==> src/sv/bmfg_pkg.sv <==
// bmfg_pkg: shared types and codes for the four-gamete checker
// item and result payloads, mode and status codes, scan unit control
// no dependencies
package bmfg_pkg;

	// width of the column count register and of the effective count
	localparam int CNT_W = 7;
	localparam int ROW_W = 64;
	localparam int COL_W = 6;

	typedef enum logic [1:0] {
		MODE_CLEAR,
		MODE_APPEND,
		MODE_QUERY,
		MODE_CHECK
	} mode_t;

	localparam logic [1:0] STATUS_OK    = 2'd0;
	localparam logic [1:0] STATUS_FULL  = 2'd1;
	localparam logic [1:0] STATUS_RANGE = 2'd2;

	typedef struct packed {
		mode_t              mode;
		logic [ROW_W-1:0]   row_bits;
		logic [COL_W-1:0]   col_a;
		logic [COL_W-1:0]   col_b;
	} item_t;

	typedef struct packed {
		logic       conflict;
		logic       contained;
		logic       disjoint;
		logic       conflict_free;
		logic [1:0] status;
	} result_t;

	// control of the pattern accumulator
	typedef struct packed {
		logic clear;
		logic enable;
	} acc_ctrl_t;

endpackage

==> src/sv/binary_matrix_four_gamete_checker_unit.sv <==
// Four-gamete checker over a stored binary matrix. Clear and append answer at once; an
// append to a full store drops the row with status 1, and a pair query with a column at
// or above the column count answers status 2 at once. A pair query walks the R stored rows
// through one memory read port, one row a cycle. The whole-matrix check makes one such
// pass per pivot column, testing the pivot against all higher columns at once, and stops
// early at the first conflicting pair. The block takes no item while a scan runs. The store
// needs no clearing pass after reset. The user must write column_count only while idle;
// the block itself does not enforce it.
module binary_matrix_four_gamete_checker_unit #(
	parameter int MAX_ROWS = 64,
	parameter int MAX_COLS = 64
) (
	input  logic                      clk,
	input  logic                      arst_n,
	input  logic                      cfg_valid,
	output logic                      cfg_ready,
	input  logic [bmfg_pkg::CNT_W-1:0] cfg_data,
	input  logic                      item_valid,
	output logic                      item_stall,
	input  bmfg_pkg::item_t           item,
	output logic                      result_valid,
	input  logic                      result_stall,
	output bmfg_pkg::result_t         result
);
	import bmfg_pkg::*;

	localparam int RCW = $clog2(MAX_ROWS + 1);
	localparam int AW  = (MAX_ROWS > 1) ? $clog2(MAX_ROWS) : 1;
	localparam int CIW = $clog2(MAX_COLS);

	typedef enum logic {
		ST_IDLE,
		ST_SCAN
	} state_t;

	state_t             state_q;
	logic [RCW-1:0]     row_count_q;
	logic [RCW-1:0]     addr_q;
	logic [CNT_W-1:0]   column_count_q;
	logic [CIW-1:0]     col_q;
	logic [CIW-1:0]     colb_q;
	logic               chk_q;
	logic               rd_vld_s1;
	logic [MAX_COLS-1:0] rd_data_s1;
	logic               result_valid_q;
	result_t            result_q;

	logic [MAX_COLS-1:0] rows_mem [MAX_ROWS];

	logic               item_accept;
	logic               result_take;
	logic               full;
	logic [CNT_W-1:0]   n_eff;
	logic               col_bad;
	logic               wr_en;
	logic               rd_en;
	logic               pass_end;
	logic               scan_done;
	logic               last_col;
	logic               any_conf;
	logic               pair_conf;
	logic [MAX_COLS-1:0] upper_mask;
	logic [MAX_COLS-1:0] p11;
	logic [MAX_COLS-1:0] p10;
	logic [MAX_COLS-1:0] p01;
	acc_ctrl_t          acc_ctrl;
	logic               result_load;
	result_t            result_d;

	// handshakes
	assign cfg_ready    = 1'b1;
	assign item_stall   = (state_q != ST_IDLE) || (result_valid_q && result_stall);
	assign item_accept  = item_valid && !item_stall;
	assign result_take  = result_valid_q && !result_stall;
	assign result_valid = result_valid_q;
	assign result       = result_q;

	// effective column count and index range check
	assign n_eff   = (column_count_q > CNT_W'(MAX_COLS)) ? CNT_W'(MAX_COLS) : column_count_q;
	assign col_bad = (CNT_W'(item.col_a) >= n_eff) || (CNT_W'(item.col_b) >= n_eff);
	assign full    = (row_count_q == RCW'(MAX_ROWS));

	// memory port controls
	assign wr_en = item_accept && (item.mode == MODE_APPEND) && !full;
	assign rd_en = (state_q == ST_SCAN) && (addr_q != row_count_q);

	// row store, one write and one registered read per cycle
	always_ff @(posedge clk) begin
		if (wr_en) begin
			rows_mem[row_count_q[AW-1:0]] <= item.row_bits[MAX_COLS-1:0];
		end
		if (rd_en) begin
			rd_data_s1 <= rows_mem[addr_q[AW-1:0]];
		end
	end

	// pass end: every row issued and the last one accumulated
	assign pass_end = (state_q == ST_SCAN) && (addr_q == row_count_q) && !rd_vld_s1;

	// columns above the pivot that are in use
	always_comb begin
		for (int j = 0; j < MAX_COLS; j++) begin
			upper_mask[j] = (CNT_W'(j) > CNT_W'(col_q)) && (CNT_W'(j) < n_eff);
		end
	end

	assign any_conf  = |(p11 & p10 & p01 & upper_mask);
	assign pair_conf = p11[colb_q] & p10[colb_q] & p01[colb_q];
	assign last_col  = (CNT_W'(col_q) + CNT_W'(1)) >= n_eff;
	assign scan_done = pass_end && (!chk_q || any_conf || last_col);

	// clear on scan start and between pivot passes, accumulate each returned row
	assign acc_ctrl.clear  = (item_accept && (((item.mode == MODE_QUERY) && !col_bad)
		|| (item.mode == MODE_CHECK))) || (pass_end && !scan_done);
	assign acc_ctrl.enable = rd_vld_s1;

	bmfg_pattern_acc #(
		.COLS (MAX_COLS),
		.CIW  (CIW)
	) u_acc (
		.clk   (clk),
		.ctrl  (acc_ctrl),
		.pivot (col_q),
		.row   (rd_data_s1),
		.p11   (p11),
		.p10   (p10),
		.p01   (p01)
	);

	// next result and when it is loaded
	always_comb begin
		result_load = 1'b0;
		result_d    = '0;
		if (state_q == ST_IDLE) begin
			if (item_accept) begin
				case (item.mode)
					MODE_CLEAR: begin
						result_load = 1'b1;
					end
					MODE_APPEND: begin
						result_load = 1'b1;
						if (full) begin
							result_d.status = STATUS_FULL;
						end
					end
					MODE_QUERY: begin
						if (col_bad) begin
							result_load     = 1'b1;
							result_d.status = STATUS_RANGE;
						end
					end
					default: begin
					end
				endcase
			end
		end else if (scan_done) begin
			result_load = 1'b1;
			if (chk_q) begin
				result_d.conflict_free = !any_conf;
			end else begin
				result_d.conflict  = pair_conf;
				result_d.contained = !p10[colb_q];
				result_d.disjoint  = !p11[colb_q];
			end
		end
	end

	// sequencer, counters and result register
	always_ff @(posedge clk or negedge arst_n) begin
		if (!arst_n) begin
			state_q        <= ST_IDLE;
			row_count_q    <= '0;
			addr_q         <= '0;
			column_count_q <= CNT_W'(64);
			col_q          <= '0;
			colb_q         <= '0;
			chk_q          <= 1'b0;
			rd_vld_s1      <= 1'b0;
			result_valid_q <= 1'b0;
			result_q       <= '0;
		end else begin
			if (cfg_valid && cfg_ready) begin
				column_count_q <= cfg_data;
			end
			rd_vld_s1 <= rd_en;
			if (rd_en) begin
				addr_q <= addr_q + RCW'(1);
			end
			// load a new result or release the taken one
			if (result_load) begin
				result_valid_q <= 1'b1;
				result_q       <= result_d;
			end else if (result_take) begin
				result_valid_q <= 1'b0;
			end
			case (state_q)
				ST_IDLE: begin
					if (item_accept) begin
						case (item.mode)
							MODE_CLEAR: begin
								row_count_q <= '0;
							end
							MODE_APPEND: begin
								if (!full) begin
									row_count_q <= row_count_q + RCW'(1);
								end
							end
							MODE_QUERY: begin
								if (!col_bad) begin
									state_q <= ST_SCAN;
									addr_q  <= '0;
									col_q   <= item.col_a[CIW-1:0];
									colb_q  <= item.col_b[CIW-1:0];
									chk_q   <= 1'b0;
								end
							end
							MODE_CHECK: begin
								state_q <= ST_SCAN;
								addr_q  <= '0;
								col_q   <= '0;
								chk_q   <= 1'b1;
							end
							default: begin
							end
						endcase
					end
				end
				ST_SCAN: begin
					if (scan_done) begin
						state_q <= ST_IDLE;
					end else if (pass_end) begin
						// next pivot column
						col_q  <= col_q + CIW'(1);
						addr_q <= '0;
					end
				end
				default: begin
					state_q <= ST_IDLE;
				end
			endcase
		end
	end

	// a finished scan always finds the result register free
	assert property (@(posedge clk) disable iff (!arst_n) scan_done |-> !result_valid_q)
		else $error("scan finished while a result was still pending");

	// the read address never runs past the stored rows
	assert property (@(posedge clk) disable iff (!arst_n)
		(state_q == ST_SCAN) |-> (addr_q <= row_count_q))
		else $error("read address beyond row count");

	// a dropped row leaves the count alone, and the count stays within the store
	assert property (@(posedge clk) disable iff (!arst_n)
		(item_accept && (item.mode == MODE_APPEND) && full) |=>
		($stable(row_count_q) && (row_count_q == RCW'(MAX_ROWS))))
		else $error("append to full store changed row count");

	// clearing the accumulator never coincides with a returning row
	assert property (@(posedge clk) disable iff (!arst_n) acc_ctrl.clear |-> !acc_ctrl.enable)
		else $error("accumulator cleared while a row was returning");

endmodule

==> src/sv/bmfg_pattern_acc.sv <==
// bmfg_pattern_acc: per-column pattern accumulator used by every scan
// one stored row per cycle, when enabled, against a pivot column; depends on bmfg_pkg
module bmfg_pattern_acc #(
	parameter int COLS = 64,
	parameter int CIW  = 6
) (
	input  logic                clk,
	input  bmfg_pkg::acc_ctrl_t ctrl,
	input  logic [CIW-1:0]      pivot,
	input  logic [COLS-1:0]     row,
	output logic [COLS-1:0]     p11,
	output logic [COLS-1:0]     p10,
	output logic [COLS-1:0]     p01
);
	import bmfg_pkg::*;

	logic [COLS-1:0] p11_q;
	logic [COLS-1:0] p10_q;
	logic [COLS-1:0] p01_q;
	logic            pivot_bit;

	// pivot column value of the current row
	assign pivot_bit = row[pivot];

	// bit j records pivot/column j patterns seen so far
	always_ff @(posedge clk) begin
		if (ctrl.clear) begin
			p11_q <= '0;
			p10_q <= '0;
			p01_q <= '0;
		end else if (ctrl.enable) begin
			if (pivot_bit) begin
				p11_q <= p11_q | row;
				p10_q <= p10_q | ~row;
			end else begin
				p01_q <= p01_q | row;
			end
		end
	end

	assign p11 = p11_q;
	assign p10 = p10_q;
	assign p01 = p01_q;

endmodule

==> config.mk <==
export PLATFORM = sky130hd
export DESIGN_NAME = binary_matrix_four_gamete_checker_unit
export DESIGN_NICKNAME = d
export VERILOG_FILES = /design/src/sv/bmfg_pkg.sv /design/src/sv/binary_matrix_four_gamete_checker_unit.sv /design/src/sv/bmfg_pattern_acc.sv
export SDC_FILE = /design/constraint.sdc
export NUM_CORES = 2
export LEC_CHECK = 0
export BUFFER_PORTS_ARGS = -buffer_cell sky130_fd_sc_hd__clkbuf_2
export CAP_MARGIN = 20
export CORE_MARGIN = 8
export CORE_UTILIZATION = 58
export DETAILED_ROUTE_END_ITERATION = 12
export PLACE_DENSITY = 0.74
export SYNTH_ARGS = -nofsm -noshare
export SYNTH_HDL_FRONTEND = slang
export SYNTH_SLANG_ARGS = --single-unit
==> constraint.sdc <==
create_clock -name clk -period 5.15 [get_ports clk]
set_input_delay 0.2575 -clock clk [delete_from_list [all_inputs] [get_ports clk]]
set_output_delay 0.2575 -clock clk [all_outputs]
set_load 0.02 [all_outputs]
* Word-level counts from Yosys, hierarchy flattened *
Memory sizes are Yosys's and may differ from the RTL's. A register that Yosys moved wholly into a read port is not among the register bits.
Index checks and enable logic that the tools add are counted.

operators by class
  bitwise operators = 12
  muxes and demuxes = 49
  multipliers = 0
  reduce and logical (&&, ||, !) cells = 103
  add/subtract/negate cells = 4
  magnitude comparators = 132
  divide/modulo/power cells = 0
  equality and inequality tests = 13
  shift operators = 0

operators by type and width
  operator               count
  $lt A6 B7 Y1 const A   32
  $and A64 B64 Y64       3
  $gt A6 B6 Y1 const A   32
  $or A64 B64 Y64        3
  $lt A5 B7 Y1 const A   16
  $gt A5 B6 Y1 const A   16
  $logic_and A1 B1 Y1    75
  $not A64 Y64           1
  $reduce_or A64 Y1      1
  $lt A4 B7 Y1 const A   8
  $mux W7                7
  $gt A4 B6 Y1 const A   8
  $pmux W7 S2            3
  $lt A3 B7 Y1 const A   4
  $bmux W1 S6            4
  $gt A3 B6 Y1 const A   4
  $mux W6                4
  $pmux W6 S2            2
  $mux W1                18
  $add A7 B1 Y7 const B  2
  $ge A6 B7 Y1           2
  $lt A2 B7 Y1 const A   2
  $lt A6 B7 Y1 const B   2
  $gt A2 B6 Y1 const A   2
  other kinds (29)       62

storage, ports and cells
  latch bits = 0
  memory bits (writable) = 4096
  output and inout bits = 9
  bits in registers = 235
  memory bits (read-only) = 0
  memories kept = 1

memory list
  memory    words  width  read ports  clocked after memory_dff  write ports  RTL line                                      source
  rows_mem  64     64     1           1                         1            binary_matrix_four_gamete_checker_unit.sv:48  logic [MAX_COLS-1:0] rows_mem [MAX_ROWS];

* Depth between registers and ports, before layout *
  word-level depth = 12
  gate-level depth with buffers = 15
  mapped depth without buffers = 11

* Hierarchy *
Synthesis repeated with hierarchy kept, for this count alone.

unflattened totals
  cells, all modules = 7420
  area, all modules = 171220.5 um^2

by module, submodules not included
  module                                  area an instance (um^2)  times used  cells each
  binary_matrix_four_gamete_checker_unit  162952.5                 1           6598
  bmfg_pattern_acc                        8267.9                   1           822

* Least setup slack after synthesis *
No wires, ideal clock.

  path type = register -> register
  start point = register state_q
  end point = memory rows_mem[24][0], enable pin
  cell stages (with the launch flop) = 9
  arrival time = 4.276 ns
  buffers on the path = 2
  path slack = 0.387 ns
  setup time = 0.487 ns
  path through = dfrtp_1 -> clkbuf_1 -> a21oi_1 -> and2_1 -> clkbuf_1 -> nand2_1 -> nor2_1 -> nand3_1 -> nor2_1

between the ends
  cells in the longest elaborated chain, start to end = 7

ends and longest elaborated chain
  element                           RTL line                                       source
  from (decl)                       binary_matrix_four_gamete_checker_unit.sv:36   state_t state_q;
  from (signal assigned)            binary_matrix_four_gamete_checker_unit.sv:171  state_q <= ST_IDLE;
  from (signal assigned)            binary_matrix_four_gamete_checker_unit.sv:210  state_q <= ST_SCAN;
  from (signal assigned)            binary_matrix_four_gamete_checker_unit.sv:218  state_q <= ST_SCAN;
  $logic_or A1 B1 Y1                binary_matrix_four_gamete_checker_unit.sv:72   assign item_stall = (state_q != ST_IDLE) || (result_valid_q && result_stall);
  $logic_not A1 Y1                  binary_matrix_four_gamete_checker_unit.sv:73   assign item_accept = item_valid && !item_stall;
  $logic_and A1 B1 Y1               binary_matrix_four_gamete_checker_unit.sv:73
  $logic_and A1 B1 Y1 (2 in a row)  binary_matrix_four_gamete_checker_unit.sv:84   assign wr_en = item_accept && (item.mode == MODE_APPEND) && !full;
  $mux W1                           binary_matrix_four_gamete_checker_unit.sv:89   if (wr_en) begin
  $mux W1 (not written as such)     binary_matrix_four_gamete_checker_unit.sv:90   rows_mem[row_count_q[AW-1:0]] <= item.row_bits[MAX_COLS-1:0];
  to (decl)                         binary_matrix_four_gamete_checker_unit.sv:48

Every way passes these cells.

* Worst setup path in the final report *
  start point = register col_q[0]
  end point = register u_acc.p01_q[23] (netlist: u_acc.p01[23])

between the ends
  cells in the longest elaborated chain, start to end = 10

ends and longest elaborated chain
  element                                     RTL line                                       source
  from (decl)                                 binary_matrix_four_gamete_checker_unit.sv:40   logic [CIW-1:0] col_q;
  from (signal assigned)                      binary_matrix_four_gamete_checker_unit.sv:212  col_q <= item.col_a[CIW-1:0];
  from (signal assigned)                      binary_matrix_four_gamete_checker_unit.sv:233  col_q <= col_q + CIW'(1);
  $gt A1 B6 Y1, or another cell as far along  binary_matrix_four_gamete_checker_unit.sv:103  upper_mask[j] = (CNT_W'(j) > CNT_W'(col_q)) && (CNT_W'(j) < n_eff);
  $logic_and A1 B1 Y1                         binary_matrix_four_gamete_checker_unit.sv:103
  $and A64 B64 Y64                            binary_matrix_four_gamete_checker_unit.sv:107  assign any_conf = |(p11 & p10 & p01 & upper_mask);
  $reduce_or A64 Y1                           binary_matrix_four_gamete_checker_unit.sv:107
  $logic_or A1 B1 Y1 (2 in a row)             binary_matrix_four_gamete_checker_unit.sv:110  assign scan_done = pass_end && (!chk_q || any_conf || last_col);
  $logic_and A1 B1 Y1                         binary_matrix_four_gamete_checker_unit.sv:110
  $logic_not A1 Y1                            binary_matrix_four_gamete_checker_unit.sv:114  || (item.mode == MODE_CHECK))) || (pass_end && !scan_done);
  $logic_and A1 B1 Y1                         binary_matrix_four_gamete_checker_unit.sv:114
  $logic_or A1 B1 Y1                          binary_matrix_four_gamete_checker_unit.sv:114
  to (signal assigned)                        bmfg_pattern_acc.sv:36                         p01_q <= p01_q | row;
  to (decl)                                   bmfg_pattern_acc.sv:19                         logic [COLS-1:0] p01_q;

Several ways; a longest one is shown, not always the timed one. The select of a mux whose other input is x is not followed.
A chain may end at the register's enable or synchronous reset.

==> run summary <==
Worst Setup End Kind: register
Layout area overhead: 13.7%
Critical Path AT: 4.90 ns
Setup crit start kind: register
Rel. slew slack: 18.6%
Initial Util: 58.3%
Ys flop type: edfxtp_1
First-pass GRT wire length: 684 mm
Global route overflow: 0
Dpl ws: 1.17 ns
CTS Buffer Depth: 4
H-tree levels: 5
FMAX: 245 MHz
Clock period minus worst slack: 4.08 ns
Yosys warnings: 0
Clock Latency Late Sink: 1.01 ns
Final WS setup: 1.07 ns
Share of cells above drive strength 1: 31.2%
Cell Pwr Density: 533 nW/um2
Number of port buffers: 97
First DRT Iteration DRCs: 14,100
Die height: 557 um
Switching Power: 30.9 mW
Hold_ws: -0.0131 ns
Logic pwr share: 28.0%
Crit path max fanout: 51
Via count: 87,000
Syn Inst Count: 7,323
Antenna-violating nets left: 0
Most common cell after layout, fill and taps aside: edfxtp_1
Sequential-to-total area share from yosys stat: 76.5%
CTS Root Cell: clkbuf_16
Initial antenna violation count: 34
Mux share of post-synthesis cell area: 19.0%
Hold Vio Cnt, Final: 31
Die Wd: 557 um
Worst endpoint required time: 5.97 ns
Global Route Usage Sum: 31.5%
Hold path start: item[46]
Reg2reg start: col_q[0]
Largest family of logic cells by synthesized area: multiplexers
RSZ-0062 raised after global routing: no
Clock power share: 30.4%
Resize count post-CTS: 0
Total CTS buffers: 424
Pin count of the biggest net entering global routing: 108
Adder-Cell Fraction of Synth Area: 0.214%
Slew @ Worst Pin: 1.22 ns
XOR/XNOR Fraction of Synth Area: 0.0981%
Endpoints failing setup: 0
Post-synth EDFFs: 4,160
Post-Layout Cell Count: 12,100
Pins Over Slew Limit: 0
Post-synthesis compound-gate area fraction: 1.33%
Max Cap Viol: 0
Syn Nets: 7,442
Dpl cells: 11,200
Crit path launch: col_q[0]
Core ar.: 291,000 um2
Drt pass-1 iters: 8
Routed len/inst: 40.7 um
Max Clock Skew: 0.105 ns
Hold Path Class: in -> reg
Tcrit/Tclk final: 79.3%
Post-CTS Setup Inserts: 0
Vias per inst: 7.18
Total negative slack: 0 ns
Total wire length: 493 mm
DP HPWL: 249 mm
NumNets Final: 7,969
Internal Power: 72.1 mW
Leak: 60.6 nW
Netlist cell types: 77
Async set-or-reset flop fraction in the synthesized netlist: 0.978%
Net Sw Frac: 30.0%
Peak VDD IR: 0.472 mV
CTS clock-pin slew for the worst setup and hold paths: 0.06 ns
Mean area per synthesized cell: 23.2 um2
DRC errors left: 0
Flops & latches, synth: 4,395
Io pins: 99
Outcome: finished with violations
Syn Std Cell Area: 170,000 um2
Cell Rows: 198
Gpl congestion: 0.945
Sequential Power Share: 41.7%
CTS tree: built
Clock sink total: 4,395
DIE AREA: 310,000 um2
Failing checks: hold timing
Commonest non-fill, non-tap cells in the layout: 4,160 x edfxtp_1, 1,422 x mux4_2, 430 x clkbuf_16, 241 x a21oi_1, 224 x nor2_1
Synth Area in Simple Gates: 1.52%
Vias in the first global route: 87,200
Final core occ: 66.3%
Setup CP Type: reg -> reg
-- per-stage QoR --
| step | power [mW] | instance area, um2 |
|---|---|---|
| 5_1_grt | 106 | 193000 |
| 6_report | 103 | 193000 |
| 3_5_place_dp | 71.5 | 177000 |
| 2_1_floorplan | 61.9 | 170000 |
| 3_3_place_gp | 71.2 | 177000 |
| 4_1_cts | 103 | 192000 |
-- routing by layer --
| layer | wire length, um | global-route usage (%) |
|---|---|---|
| met1 | 170000 | 42.2 |
| met2 | 231000 | 49.0 |
| met3 | 65700 | 9.08 |
| met4 | 26300 | 14.1 |
| met5 | 85 | 0 |
-- synth_stat cells (7+ instances only) --
library cell / instances / area, um2
edfxtp_1: 4160 / 125000
mux4_2: 1422 / 32000
nor2_1: 288 / 1080
a21oi_1: 241 / 1210
clkbuf_1: 194 / 728
dfxtp_1: 192 / 3840
buf_2: 144 / 721
inv_1: 90 / 338
nand3_1: 74 / 370
nand2_1: 48 / 180
o21ai_0: 45 / 225
dfrtp_1: 42 / 1050
buf_1: 36 / 135
buf_4: 29 / 218
ha_1: 29 / 363
nand4_1: 27 / 169
and3_1: 16 / 100
mux2_2: 14 / 158
a31oi_1: 13 / 81.3
nor3_1: 13 / 65.1
mux2i_1: 12 / 120
xnor2_1: 11 / 96.3
a211oi_1: 10 / 75.1
nor2b_1: 10 / 62.6
and2_1: 9 / 56.3
nand4b_1: 8 / 70.1
xor2_1: 8 / 70.1
a221oi_1: 7 / 61.3
nand2b_1: 7 / 43.8
nor4_1: 7 / 43.8
or2_2: 7 / 43.8
or3_1: 7 / 43.8
-- flip-flops by register name, summed over array words and instances (netlist names), 6 cells and up --
signal	cells
addr_q	7
rows_mem	4096
colb_q	6
column_count_q	7
col_q	6
u_acc.p01	64
row_count_q	7
result	6
u_acc.p10	64
u_acc.p11	64
rd_data_s1	64
-- power groups by stage --
stage          Combinational, mW  Sequential [mW]  Clock (mW)
2_1_floorplan               19.9             42.0           0
3_3_place_gp                27.6             43.5           0
3_5_place_dp                27.9             43.6           0
4_1_cts                     28.5             42.8        31.4
5_1_grt                     30.0             43.0        32.7
6_report                    28.8             42.9        31.3
-- timing repair --
item / CTS / global route
endpoints found under the setup margin: 0 / 0
hold buffers: 37 / 44
hold endpoints to repair: 257 / 2416
-- critical path, stage by stage (launching register included) --
cell      delay (ns)
dfrtp_1         0.69
ha_1            0.42
and3_1          0.35
xnor2_1         0.22
ha_1            0.30
a21o_1          0.16
a31oi_1         0.23
o211ai_1        0.22
nor4_1          0.23
nand4_1         0.30
nand3_4         0.40
buf_12          0.30
nor2_1          0.09
-- cell families (layout without fill, tap and decap cells) --
group,count (synthesis),in the layout
xor+xnor,19,19
buf+inv,499,1383
simple gates,544,544
fa+ha+maj,29,29
flops,4395,4395
compound gates,388,388
other cells,1,17
mux,1448,1448
-- final timing paths --
check	end	slack, ns	cells past startpoint
max	u_acc.p01[23]	1.07	12
min	rows_mem[57][34]	-0.01	1
max reg2reg	u_acc.p01[23]	1.07	12
min reg2reg	u_acc.p11[0]	0.48	2
max in group asynchronous	col_q[1]	4.31	4
min in group asynchronous	chk_q	0.31	3
-- layout make-up --
type	instances	area, um2
flip-flops and latches	4395	130000
inverters	91	342
clock inverters	260	2690
repair buffers	509	5820
well taps	3900	4880
clock buffers	523	11200
multi-input cells	2429	38200
fillers	17300	98100
diodes	16	40.0
Power figures use the tool's default switching activity.
